[config.mk]
export PLATFORM = sky130hd
export DESIGN_NAME = line_fir_convolution_border
export DESIGN_NICKNAME = d
export VERILOG_FILES = /design/src/rtl/lfcb_pkg.sv /design/src/rtl/lfcb_queue.sv /design/src/rtl/lfcb_front.sv /design/src/rtl/lfcb_back.sv /design/src/rtl/line_fir_convolution_border.sv
export SDC_FILE = /design/constraint.sdc
export NUM_CORES = 2
export LEC_CHECK = 0
export BUFFER_PORTS_ARGS = -buffer_cell sky130_fd_sc_hd__buf_2
export CAP_MARGIN = 20
export CORE_ASPECT_RATIO = 0.9
export CORE_UTILIZATION = 27
export CTS_BUF_LIST = sky130_fd_sc_hd__clkbuf_4
export CTS_CLUSTER_SIZE = 25
export DETAILED_ROUTE_END_ITERATION = 10
export GPL_TIMING_DRIVEN = 0
export MAX_ROUTING_LAYER = met4
export PLACE_DENSITY_LB_ADDON = 0.12
export SYNTH_ARGS = -nofsm -noshare
export SYNTH_HDL_FRONTEND = slang
export SYNTH_SLANG_ARGS = --single-unit
export TNS_END_PERCENT = 10
[constraint.sdc]
create_clock -name clk -period 28.1 [get_ports clk]
set_clock_uncertainty 0.1 [all_clocks]
set_input_delay 5.62 -clock clk [delete_from_list [all_inputs] [get_ports clk]]
set_output_delay 5.62 -clock clk [all_outputs]
set_load 0.02 [all_outputs]
[src/rtl/lfcb_pkg.sv]
`default_nettype none

package lfcb_pkg;

  localparam int PIX_W    = 8;
  localparam int TAP_W    = 16;
  localparam int RAD_W    = 3;
  localparam int NUM_TAPS = 8;
  localparam int COEF_W   = NUM_TAPS * TAP_W;

  // newest-sample index saturates here; beyond it the border logic is shift invariant
  localparam int SPOS_W   = 4;
  localparam int SPOS_MAX = 15;

  // configuration register map
  localparam int CFG_IDX_W = 8;
  localparam int CFG_DAT_W = 64;
  localparam logic [CFG_IDX_W-1:0] CFG_RADIUS      = 8'd0;
  localparam logic [CFG_IDX_W-1:0] CFG_BORDER_MODE = 8'd1;
  localparam logic [CFG_IDX_W-1:0] CFG_TAPS_LOW    = 8'd2;
  localparam logic [CFG_IDX_W-1:0] CFG_TAPS_HIGH   = 8'd3;

  // one output job handed from the front to the back
  typedef struct packed {
    logic [RAD_W-1:0]  k;     // distance from newest sample to the center sample
    logic [SPOS_W-1:0] s_c;   // saturated index of the newest sample in its line
    logic [RAD_W-1:0]  r;     // effective radius
    logic              mode;  // 1 mirror reflection
    logic              last;
    logic              err;
  } lfcb_job_t;

endpackage

`default_nettype wire

[src/rtl/lfcb_queue.sv]
`default_nettype none

module lfcb_queue #(
  parameter int W = 8
) (
  input  wire logic         clk,
  input  wire logic         rst_n,
  input  wire logic         push,
  input  wire logic [W-1:0] wdata,
  output logic              full,
  input  wire logic         pop,
  output logic [W-1:0]      rdata,
  output logic              empty
);

  localparam int DEPTH = 2;
  localparam int AW    = $clog2(DEPTH);

  logic [W-1:0]  mem_r [DEPTH];
  logic [AW-1:0] wr_ptr_r, rd_ptr_r;
  logic [AW:0]   cnt_r;

  assign full  = (cnt_r == (AW+1)'(DEPTH));
  assign empty = (cnt_r == '0);
  assign rdata = mem_r[rd_ptr_r];

  always_ff @(posedge clk) begin
    if (push) begin
      mem_r[wr_ptr_r] <= wdata;
    end
  end

  always_ff @(posedge clk) begin
    if (!rst_n) begin
      wr_ptr_r <= '0;
      rd_ptr_r <= '0;
      cnt_r    <= '0;
    end else begin
      if (push) begin
        wr_ptr_r <= wr_ptr_r + AW'(1);
      end
      if (pop) begin
        rd_ptr_r <= rd_ptr_r + AW'(1);
      end
      if (push && !pop) begin
        cnt_r <= cnt_r + (AW+1)'(1);
      end else if (pop && !push) begin
        cnt_r <= cnt_r - (AW+1)'(1);
      end
    end
  end

endmodule

`default_nettype wire

[src/rtl/lfcb_front.sv]
`default_nettype none

module lfcb_front import lfcb_pkg::*; #(
  parameter int MAX_RADIUS = 7,
  parameter int MAX_LINE   = 4096,
  localparam int WIN       = 2 * MAX_RADIUS + 1,
  localparam int PW        = $clog2(MAX_LINE)
) (
  input  wire logic               clk,
  input  wire logic               rst_n,
  input  wire logic               in_valid,
  output logic                    in_stall,
  input  wire logic [PIX_W-1:0]   in_pixel,
  input  wire logic               in_line_end,
  input  wire logic [RAD_W-1:0]   radius,
  input  wire logic               border_mode,
  input  wire logic               q_full,
  output logic                    q_push,
  output logic [WIN*PIX_W-1:0]    q_win,
  output lfcb_job_t               q_job
);

  logic [PIX_W-1:0]  win_r [WIN];
  logic [PIX_W-1:0]  win_nxt [WIN];
  logic [PW-1:0]     pos_r, pos_nxt;
  logic              fl_act_r, fl_act_nxt;
  logic [RAD_W-1:0]  fl_k_r, fl_k_nxt;
  lfcb_job_t         fl_job_r, fl_job_nxt;

  logic              accept;
  logic [RAD_W-1:0]  r_eff;
  logic [SPOS_W-1:0] s_c;
  logic [RAD_W-1:0]  k_start;
  logic              short_err;

  // flush owns the queue port until the last result of the line is pushed
  assign in_stall = fl_act_r || q_full;
  assign accept   = in_valid && !in_stall;

  always_comb begin
    r_eff     = (radius > RAD_W'(MAX_RADIUS)) ? RAD_W'(MAX_RADIUS) : radius;
    s_c       = (pos_r >= PW'(SPOS_MAX)) ? SPOS_W'(SPOS_MAX) : pos_r[SPOS_W-1:0];
    k_start   = (s_c < SPOS_W'(r_eff)) ? s_c[RAD_W-1:0] : r_eff;
    short_err = border_mode && ((5'(s_c) + 5'd1) < 5'(r_eff));

    win_nxt    = win_r;
    pos_nxt    = pos_r;
    fl_act_nxt = fl_act_r;
    fl_k_nxt   = fl_k_r;
    fl_job_nxt = fl_job_r;
    q_push     = 1'b0;
    q_job      = '0;

    if (fl_act_r) begin
      q_job      = fl_job_r;
      q_job.k    = fl_k_r;
      q_job.last = (fl_k_r == '0);
      if (!q_full) begin
        q_push = 1'b1;
        if (fl_k_r == '0) begin
          fl_act_nxt = 1'b0;
        end else begin
          fl_k_nxt = fl_k_r - RAD_W'(1);
        end
      end
    end else if (accept) begin
      win_nxt[0] = in_pixel;
      for (int i = 1; i < WIN; i++) begin
        win_nxt[i] = win_r[i-1];
      end
      q_job.s_c  = s_c;
      q_job.r    = r_eff;
      q_job.mode = border_mode;
      if (!in_line_end) begin
        q_job.k    = r_eff;
        q_job.last = 1'b0;
        q_job.err  = 1'b0;
        q_push     = (s_c >= SPOS_W'(r_eff));
        pos_nxt    = (pos_r == PW'(MAX_LINE - 1)) ? pos_r : pos_r + PW'(1);
      end else begin
        q_job.k    = k_start;
        q_job.last = (k_start == '0);
        q_job.err  = short_err;
        q_push     = 1'b1;
        pos_nxt    = '0;
        fl_job_nxt = q_job;
        fl_k_nxt   = k_start - RAD_W'(1);
        fl_act_nxt = (k_start != '0);
      end
    end

    for (int i = 0; i < WIN; i++) begin
      q_win[PIX_W*i +: PIX_W] = win_nxt[i];
    end
  end

  always_ff @(posedge clk) begin
    if (!rst_n) begin
      pos_r    <= '0;
      fl_act_r <= 1'b0;
      fl_k_r   <= '0;
      for (int i = 0; i < WIN; i++) begin
        win_r[i] <= '0;
      end
    end else begin
      pos_r    <= pos_nxt;
      fl_act_r <= fl_act_nxt;
      fl_k_r   <= fl_k_nxt;
      win_r    <= win_nxt;
    end
  end

  always_ff @(posedge clk) begin
    fl_job_r <= fl_job_nxt;
  end

endmodule

`default_nettype wire

[src/rtl/lfcb_back.sv]
`default_nettype none

module lfcb_back import lfcb_pkg::*; #(
  parameter int MAX_RADIUS     = 7,
  parameter int COEF_FRAC_BITS = 15,
  localparam int WIN           = 2 * MAX_RADIUS + 1
) (
  input  wire logic                  clk,
  input  wire logic                  rst_n,
  input  wire logic [COEF_W-1:0]     coef,
  input  wire logic                  q_empty,
  input  wire logic [WIN*PIX_W-1:0]  q_win,
  input  wire lfcb_job_t             q_job,
  output logic                       q_pop,
  output logic                       out_valid,
  input  wire logic                  out_stall,
  output logic [PIX_W-1:0]           out_filtered,
  output logic                       out_last,
  output logic                       out_border_error
);

  localparam int NT       = MAX_RADIUS + 1;
  localparam int IW       = $clog2(WIN);
  localparam int PSUM_W   = PIX_W + 1;
  localparam int PROD_W   = PSUM_W + TAP_W;
  localparam int ACC_W    = PROD_W + $clog2(NT);
  localparam int RND_W    = ACC_W + 1;
  localparam int RND_HALF = 1 << (COEF_FRAC_BITS - 1);
  localparam logic signed [6:0] WIN_S = 7'(WIN);

  // sample at offset d from the center, with the border folded in
  function automatic logic [PIX_W-1:0] fetch(
    input logic [WIN*PIX_W-1:0] w,
    input logic [SPOS_W-1:0]    s,
    input logic [RAD_W-1:0]     k,
    input logic signed [4:0]    d,
    input logic                 mode
  );
    logic signed [6:0] ss, kk, dd, q, len, idx;
    logic              hit;
    ss  = {3'b000, s};
    kk  = {4'b0000, k};
    dd  = d;
    q   = ss - kk + dd;
    len = ss + 7'sd1;
    hit = 1'b1;
    if (q < 7'sd0) begin
      if (!mode) hit = 1'b0;
      q = -q - 7'sd1;
    end
    if (q >= len) begin
      if (!mode) hit = 1'b0;
      q = (len <<< 1) - 7'sd1 - q;
    end
    if (q < 7'sd0 || q >= len) hit = 1'b0;
    idx = ss - q;
    if (idx < 7'sd0 || idx >= WIN_S) hit = 1'b0;
    fetch = hit ? w[PIX_W*idx[IW-1:0] +: PIX_W] : '0;
  endfunction

  logic                en;
  logic                v1_r, v2_r, v3_r, out_valid_r;
  logic                l1_r, l2_r, l3_r, e1_r, e2_r, e3_r;
  logic [PIX_W-1:0]    fp [NT];
  logic [PIX_W-1:0]    fm [NT];
  logic [PSUM_W-1:0]   psum_nxt [NT];
  logic [PSUM_W-1:0]   psum_r [NT];
  logic [PROD_W-1:0]   prod_nxt [NT];
  logic [PROD_W-1:0]   prod_r [NT];
  logic [ACC_W-1:0]    acc_nxt, acc_r;
  logic [RND_W-1:0]    rnd, shifted;
  logic [PIX_W-1:0]    filt_nxt, filt_r;
  logic                last_r, err_r;

  // whole pipe advances when the output register is free or being drained
  assign en    = !out_valid_r || !out_stall;
  assign q_pop = en && !q_empty;

  // stage 1: border fetch and symmetric pre-add
  always_comb begin
    for (int i = 0; i < NT; i++) begin
      fp[i] = fetch(q_win, q_job.s_c, q_job.k, 5'(i), q_job.mode);
      fm[i] = fetch(q_win, q_job.s_c, q_job.k, 5'(-i), q_job.mode);
      if (RAD_W'(i) > q_job.r) begin
        psum_nxt[i] = '0;
      end else if (i == 0) begin
        psum_nxt[i] = PSUM_W'(fp[i]);
      end else begin
        psum_nxt[i] = PSUM_W'(fp[i]) + PSUM_W'(fm[i]);
      end
    end
  end

  // stage 2: one multiplier per tap
  always_comb begin
    for (int i = 0; i < NT; i++) begin
      prod_nxt[i] = PROD_W'(psum_r[i]) * PROD_W'(coef[TAP_W*i +: TAP_W]);
    end
  end

  // stage 3: sum of products
  always_comb begin
    acc_nxt = '0;
    for (int i = 0; i < NT; i++) begin
      acc_nxt = acc_nxt + ACC_W'(prod_r[i]);
    end
  end

  // stage 4: round half up and clamp
  always_comb begin
    rnd      = RND_W'(acc_r) + RND_W'(RND_HALF);
    shifted  = rnd >> COEF_FRAC_BITS;
    filt_nxt = (shifted > RND_W'(255)) ? 8'hFF : shifted[PIX_W-1:0];
  end

  always_ff @(posedge clk) begin
    if (!rst_n) begin
      v1_r        <= 1'b0;
      v2_r        <= 1'b0;
      v3_r        <= 1'b0;
      out_valid_r <= 1'b0;
    end else if (en) begin
      v1_r        <= !q_empty;
      v2_r        <= v1_r;
      v3_r        <= v2_r;
      out_valid_r <= v3_r;
    end
  end

  always_ff @(posedge clk) begin
    if (en) begin
      psum_r <= psum_nxt;
      l1_r   <= q_job.last;
      e1_r   <= q_job.err;
      prod_r <= prod_nxt;
      l2_r   <= l1_r;
      e2_r   <= e1_r;
      acc_r  <= acc_nxt;
      l3_r   <= l2_r;
      e3_r   <= e2_r;
      filt_r <= filt_nxt;
      last_r <= l3_r;
      err_r  <= e3_r;
    end
  end

  assign out_valid        = out_valid_r;
  assign out_filtered     = filt_r;
  assign out_last         = last_r;
  assign out_border_error = err_r;

endmodule

`default_nettype wire

[src/rtl/line_fir_convolution_border.sv]
`default_nettype none

// Symmetric 1-D FIR over one line of 8-bit pixels, up to 2*MAX_RADIUS+1 taps with
// unsigned Q1.COEF_FRAC_BITS coefficients, zero or mirror (edge-repeating) border,
// round half up and clamp to 0..255. One pixel is taken per clock while not stalled.
// A result for pixel p leaves once pixel p+radius has been taken; the pixel marked
// line_end releases all pending results of the line, the final one flagged last, and
// the input stalls while the line front pushes those flush jobs one per clock into
// the job queue, as long as it is not full. In mirror mode a line shorter than radius
// sets border_error on all its results. The queue is written at the accepting edge;
// a job then passes the fetch/pre-add, multiply, sum and round/clamp register stages.
// The user writes configuration only while the block is idle; it is not enforced.
module line_fir_convolution_border import lfcb_pkg::*; #(
  parameter int MAX_RADIUS     = 7,
  parameter int MAX_LINE       = 4096,
  parameter int COEF_FRAC_BITS = 15
) (
  input  wire logic                 clk,
  input  wire logic                 rst_n,
  // pixel input
  input  wire logic                 in_valid,
  output logic                      in_stall,
  input  wire logic [PIX_W-1:0]     in_pixel,
  input  wire logic                 in_line_end,
  // filtered output
  output logic                      out_valid,
  input  wire logic                 out_stall,
  output logic [PIX_W-1:0]          out_filtered,
  output logic                      out_last,
  output logic                      out_border_error,
  // register writes
  input  wire logic                 cfg_valid,
  output logic                      cfg_ready,
  input  wire logic [CFG_IDX_W-1:0] cfg_index,
  input  wire logic [CFG_DAT_W-1:0] cfg_data
);

  localparam int WIN   = 2 * MAX_RADIUS + 1;
  localparam int WIN_W = WIN * PIX_W;
  localparam int JOB_W = $bits(lfcb_job_t);
  localparam int QW    = WIN_W + JOB_W;

  // configuration registers
  logic [RAD_W-1:0]     radius_r;
  logic                 border_mode_r;
  logic [CFG_DAT_W-1:0] taps_low_r, taps_high_r;

  // front to queue
  logic                 fr_push;
  logic [WIN_W-1:0]     fr_win;
  lfcb_job_t            fr_job;
  logic                 q_full, q_empty, q_pop;
  logic [QW-1:0]        q_rdata;
  logic [WIN_W-1:0]     bk_win;
  lfcb_job_t            bk_job;

  // writes are never held off
  assign cfg_ready = 1'b1;

  always_ff @(posedge clk) begin
    if (!rst_n) begin
      radius_r      <= RAD_W'(1);
      border_mode_r <= 1'b0;
      taps_low_r    <= '0;
      taps_high_r   <= '0;
    end else if (cfg_valid && cfg_ready) begin
      case (cfg_index)
        CFG_RADIUS:      radius_r      <= cfg_data[RAD_W-1:0];
        CFG_BORDER_MODE: border_mode_r <= cfg_data[0];
        CFG_TAPS_LOW:    taps_low_r    <= cfg_data;
        CFG_TAPS_HIGH:   taps_high_r   <= cfg_data;
        default: begin
          // unmapped index, transfer is dropped
        end
      endcase
    end
  end

  // line front: window shift, position tracking, flush sequencing
  lfcb_front #(
    .MAX_RADIUS (MAX_RADIUS),
    .MAX_LINE   (MAX_LINE)
  ) u_front (
    .clk         (clk),
    .rst_n       (rst_n),
    .in_valid    (in_valid),
    .in_stall    (in_stall),
    .in_pixel    (in_pixel),
    .in_line_end (in_line_end),
    .radius      (radius_r),
    .border_mode (border_mode_r),
    .q_full      (q_full),
    .q_push      (fr_push),
    .q_win       (fr_win),
    .q_job       (fr_job)
  );

  // two-entry job queue: window snapshot plus job descriptor
  lfcb_queue #(
    .W (QW)
  ) u_queue (
    .clk   (clk),
    .rst_n (rst_n),
    .push  (fr_push),
    .wdata ({fr_win, fr_job}),
    .full  (q_full),
    .pop   (q_pop),
    .rdata (q_rdata),
    .empty (q_empty)
  );

  assign bk_win = q_rdata[QW-1:JOB_W];
  assign bk_job = q_rdata[JOB_W-1:0];

  // arithmetic back end: border fetch, pre-add, multiply, sum, round
  lfcb_back #(
    .MAX_RADIUS     (MAX_RADIUS),
    .COEF_FRAC_BITS (COEF_FRAC_BITS)
  ) u_back (
    .clk              (clk),
    .rst_n            (rst_n),
    .coef             ({taps_high_r, taps_low_r}),
    .q_empty          (q_empty),
    .q_win            (bk_win),
    .q_job            (bk_job),
    .q_pop            (q_pop),
    .out_valid        (out_valid),
    .out_stall        (out_stall),
    .out_filtered     (out_filtered),
    .out_last         (out_last),
    .out_border_error (out_border_error)
  );

endmodule

`default_nettype wire

* Word level (Yosys, flattened, before mapping)
Memory sizes are Yosys's and may differ from the RTL's. A register that Yosys moved wholly into a read port is not among the register bits. Cells that the tools add are included.
Storage, ports and cells: logic and storage cells 508, flip-flop bits (word level) 601, bits of input ports 86, memories 1, output and inout bits 13, memory bits (writable) 266
Cells by class: bitwise logic cells 2, muxes and demuxes 151, order comparisons 104, shift operators 15, reduce and logical (&&, ||, !) cells 59, equality and inequality tests 8, add/subtract/negate cells 100, $mul 8
Memory list:
- u_queue.mem_r | words 2, width 133, read ports 1, clocked after memory_dff 1, wr ports 1, line lfcb_queue.sv:19 | logic [W-1:0] mem_r [DEPTH];
Operators with widths (count):
- 120-bit by 8-bit indexed part select with 8-bit output | 15
- 7-bit by 1-bit < comparator with 1-bit output, second input constant | 45
- 120-bit two-way mux | 2
- 7-bit two-way mux | 30
- 9-bit by 16-bit multiplier with 25-bit output | 8
- 7-bit >= comparator | 28
- 28-bit by 25-bit adder with 28-bit output | 6
- 8-bit two-way mux | 14
- 7-bit by 2-bit subtractor with 7-bit output, second input constant | 16
- 7-bit by 5-bit >= comparator with 1-bit output, second input constant | 15
- 7-bit negation | 15
- 5-bit by 7-bit subtractor with 7-bit output | 15
- 7-bit subtractor | 15
- 1-bit two-way mux | 89
- 8-bit by 8-bit adder with 9-bit output | 7
- 7-bit by 4-bit adder with 7-bit output, second input constant | 7
- 1-bit logical OR | 32
- 28-bit by 15-bit adder with 29-bit output, second input constant | 1
- 7-bit by 3-bit adder with 7-bit output, second input constant | 4
- 25-bit by 25-bit adder with 26-bit output | 1
- 13-bit two-way mux | 2
- 12-bit two-way mux | 2
- 3-bit two-way mux | 8
- 8-bit by 2-bit == test with 1-bit output, second input constant | 2
- other kinds (37) | 68

* Logic depth before layout (Yosys ltp)
depth in word-level cells 13, depth in mapped cells 46, mapped depth without buffers 39

* By module
A second synthesis with hierarchy kept.
Second synthesis, totals: cell total of the unflattened synthesis 9707, area, all modules 97522.3 µm²
Modules (own cells, without submodules):
- lfcb_back | times used 1, area an instance 75937.8 µm², sequential area each 9118.7 µm², cells an instance 7923
- lfcb_queue | times used 1, area an instance 10097.2 µm², sequential area each 8087.8 µm², cells an instance 436
- lfcb_front | times used 1, area an instance 6411.1 µm², sequential area each 2992.9 µm², cells an instance 843
- line_fir_convolution_border | times used 1, area an instance 5076.1 µm², sequential area each 2642.5 µm², cells an instance 505

* Worst setup path before layout
Ideal clock, no wire load.
path type input to register, start point input port out_stall, end point register u_queue.cnt_r[1], data required time 27.924 ns, path slack 13.262 ns, stages on the path 5, arrival time 14.663 ns, buffers on the path 0, setup time 0.076 ns, cell sequence nand2_1 > o21ai_0 > ha_1 > or3_1 > a21boi_0
Between the ends: longest elaborated chain between the ends 6, elaborated cells between the ends (all ways) 8, classes of those cells 1 x mux; 7 x reduce/logical
Ends and longest elaborated chain:
- from (decl) | line line_fir_convolution_border.sv:27 | input wire logic out_stall,
- 1-bit zero test (*) | line lfcb_back.sv:76 | assign en = !out_valid_r || !out_stall;
- 1-bit logical OR (*) | line lfcb_back.sv:76
- 1-bit logical AND (*) | line lfcb_back.sv:77 | assign q_pop = en && !q_empty;
- 1-bit zero test | line lfcb_queue.sv:45 | if (push && !pop) begin
- 1-bit logical AND | line lfcb_queue.sv:45
- 2-bit two-way mux or 2-bit nonzero test (tied branches)
- to (signal assigned) | line lfcb_queue.sv:46 | cnt_r <= cnt_r + (AW+1)'(1);
- to (signal assigned) | line lfcb_queue.sv:48 | cnt_r <= cnt_r - (AW+1)'(1);
- to (decl) | line lfcb_queue.sv:21 | logic [AW:0] cnt_r;
Mark *: on every way between the ends. The rest lies on a longest branch, timed or not. A chain may end at the register's enable or synchronous reset.

==> run_results.csv <==
group,metric,value,unit
worst_setup_path,critPathTopFamily,"buffers and inverters",
worst_setup_path,critical-path-max-stage-delay,0.82,ns
route,drtIter0Drc,5581,
sta,slew_violations,0,
worst_setup_path,r2r.worst_path.cells,42,
sta,period_needed,13.34,ns
clocking,numCtsBuffers,263,
die,dieArea,0.360,mm2
worst_setup_path,crit_path_start_kind,"flip-flop",
global_route,grt_overflow,0,
die,core,0.355,mm2
clocking,hold_buffers,0,
route,drtPass1Iterations,6,
die,die_y,569,um
clocking,postCtsSetupBuffers,0,
logic_synthesis,synth.avg_cell_area,9.92,um2
route,route.detailed.drc,0,
logic_synthesis,synthFlopType,"edfxtp_1",
clocking,clk_latency,1.35,ns
job,maxCapViolCount,0,
worst_setup_path,critical_path.slowest_cell,"clkbuf_1",
worst_setup_path,crit_end,"u_back.psum_r[24]",
placed_design,gp_congestion,1.00,
min_path,hp-class,"flip-flop to flip-flop",
die,die_w,632,um
logic_synthesis,synth_edf_count,576,
logic_synthesis,netlist_area,0.0965,mm2
die,rows,207,
worst_setup_path,path_buf_inv,11,
route,wirelength,393,mm
sta,slew-limit-headroom,14.5,%
worst_setup_path,r2r_setup_slack,14.76,ns
logic_synthesis,yosys_warnings,0,
placed_design,post-dp-hpwl,323,mm
logic_synthesis,synth.distinct_cells,93,
clocking,cts_tree,"built",
route,wl_per_cell,26.0,um
layout,layout-drive-gt1-share,12.6,%
sta,tns,0,ns
worst_setup_path,cp_num_cells,42,
worst_setup_path,worstSetupPathType,"flip-flop to flip-flop",
clocking,clockBufferDepth,4,
die,start_util,27.2,%
clocking,clockRootBuffer,"clkbuf_4",
worst_setup_path,cp.arrival,14.25,ns
clocking,cts_num_sinks,853,
layout,fin_nets,12000,
global_route,grt_pass1_wl,564,mm
sta,finalCritPeriodShare,47.5,%
worst_setup_path,cp_max_fo,10,
die,io_pins,99,
worst_setup_path,critical_path_required,29.01,ns
logic_synthesis,ys_seq_area_share,23.7,%
route,num_vias,75100,
global_route,grt_max_degree,68,
placed_design,io_buffers,96,
sta,setup_viol,0,
sta,hold_viol,0,
sta,max_freq,0.0750,GHz
global_route,grt_usage,22.3,%
global_route,grt_pass1_vias,77700,
worst_setup_path,cp-end-kind,"flip-flop",
clocking,cts_resized,0,
logic_synthesis,async_reset_ff_share,0,%
logic_synthesis,synth_cells,9730,
clocking,clk_pin_slew,0.07,ns
route,via_per_inst,4.96,
route,ant_nets,0,
sta,tightest_slew,1.25,ns
worst_setup_path,r2r-end,"u_back.psum_r[24]",
global_route,antenna_found_initial,37,
sta,rsz0062_at_grt,"false",
layout,fillers,37000,
logic_synthesis,ys_seq_elements,853,
clocking,htreeDepth,5,
run_status,status,"finished, final reports clean",
layout,syn_to_final_growth,12.7,%
-- metrics by stage --
| stage | hold slack, ns | std cells | worst slack [ns] | instance area, um2 | util [%] |
|---|---|---|---|---|---|
| final | 0.319 | 15200 | 14.76 | 109000 | 30.7 |
| after global routing | 0.322 | 15100 | 14.02 | 109000 | 30.7 |
| after CTS | 0.302 | 15100 | 14.66 | 109000 | 30.6 |
| after detailed placement | 0.307 | 14700 | 14.70 | 105000 | 29.6 |
| after global placement | 0.305 | 14500 | 6.03 | 103000 | 29.0 |
| after floorplan | 0.300 | 9733 | 13.26 | 96500 | - |
-- cell families (layout without fill, tap and decap cells) --
kind of cell    Yosys count  after routing  share of synthesized area, %
mux                     649            649                          13.0
other cells               2             23                       0.00778
flops                   853            853                          23.7
fa+ha+maj              1724           1724                          29.5
buf+inv                1775           2475                          7.05
compound gates         1314           1314                          8.72
simple gates           3080           3080                          15.0
xor+xnor                333            333                          3.03
-- per-layer routing --
layer | vias to the layer above | wire length (um) | global-route usage, %
li1 | 33900 | - | -
met5 | - | 0 | -
met1 | 38200 | 173000 | 28.8
met2 | 2405 | 180000 | 35.2
met4 | 0 | 18300 | 9.01
met3 | 598 | 21900 | 3.31
-- worst reg2reg max path: cells and delay by family (launching register included) --
family / cells / cell delay (ns)
AOI/OAI and AO/OA: 12 / 2.95
adders and majority gates: 6 / 2.06
and+or+nand+nor: 10 / 2.05
muxes: 1 / 0.44
buffers and inverters: 11 / 4.30
DFF: 1 / 0.47
xor gates and xnor gates: 2 / 0.68
-- final cells by class --
class                   instances  area (um2)  area share [%]
multi-input cells            7105       67200            61.8
flip-flops and latches        853       22800            21.0
well taps                    4702        5880            5.41
inverters                    1197        4500            4.13
clock buffers                 390        2930            2.69
repair buffers                228        2370            2.18
plain buffers                 578        2310            2.13
clock inverters                82         674           0.620
diodes                         18        45.0          0.0414
-- Yosys cell counts, drive strengths merged (100+ instances only) --
library cell | number | area share, %
fa | 924 | 19
dfxtp | 277 | 5.7
and2 | 622 | 4.0
a21boi | 154 | 1.2
mux2i | 136 | 1.4
mux4 | 480 | 11
o21ai | 245 | 1.3
edfxtp | 576 | 18
a21o | 112 | 0.87
nand2 | 1463 | 5.7
inv | 1196 | 4.7
xnor2 | 233 | 2.1
nor2b | 196 | 1.3
a22oi | 122 | 0.95
nor2 | 426 | 1.7
ha | 800 | 10
a21oi | 389 | 2.0
xor2 | 100 | 0.91
clkbuf | 494 | 1.9
-- registers in the layout, indices dropped and copies added, names as in the netlist, 2 cells and up, named ones only --
register and flops:
u_back.prod_r 200, u_back.psum_r 71, u_front.pos_r 12, u_back.acc_r 14
u_queue.mem_r 266, u_front.win_r 120, radius_r 3, u_queue.cnt_r 2
u_front.fl_job_r 9, u_front.fl_k_r 3, u_back.out_filtered 8, taps_low_r 64
taps_high_r 64
-- placed cells by master (no fill, tap or decap), types with 24 or more instances in the layout --
master	n
mux2_2	32
mux4_2	480
clkbuf_4	391
nor3_1	95
buf_2	118
buf_8	34
edfxtp_1	576
buf_4	50
a22oi_1	122
nor2_1	420
nor2b_1	196
o21a_1	82
clkbuf_1	489
ha_1	800
nor4_1	25
inv_1	1193
a21boi_0	151
dfxtp_1	277
o21ai_0	236
a21oi_1	387
xnor2_1	218
mux2i_1	112
or3_1	28
a21o_1	112
xor2_1	92
and2_1	622
and3_1	25
buf_6	26
nand2b_1	65
a31oi_1	24
clkinv_1	43
fa_1	924
buf_1	45
nand3_1	52
nand2_1	1461
o21bai_1	50
-- how the worst min path moves through the flow --
| stage | slack, ns | cells after the start | start | end |
|---|---|---|---|---|
| 4_1_cts | 0.30 | 0 | u_back.l2_r | u_back.l3_r |
| 5_1_grt | 0.32 | 0 | u_back.l2_r | u_back.l3_r |
| 6_report | 0.32 | 0 | u_back.e3_r | u_back.out_border_error |
| 2_1_floorplan | 0.30 | 0 | u_back.e1_r | u_back.e2_r |
| 3_5_place_dp | 0.31 | 0 | u_back.e3_r | u_back.out_border_error |
| 3_3_place_gp | 0.31 | 0 | u_back.l1_r | u_back.l2_r |
Power is left out: the tool's default activity adds up to more than one toggle a clock period on the data nets, which glitch-free logic cannot reach.
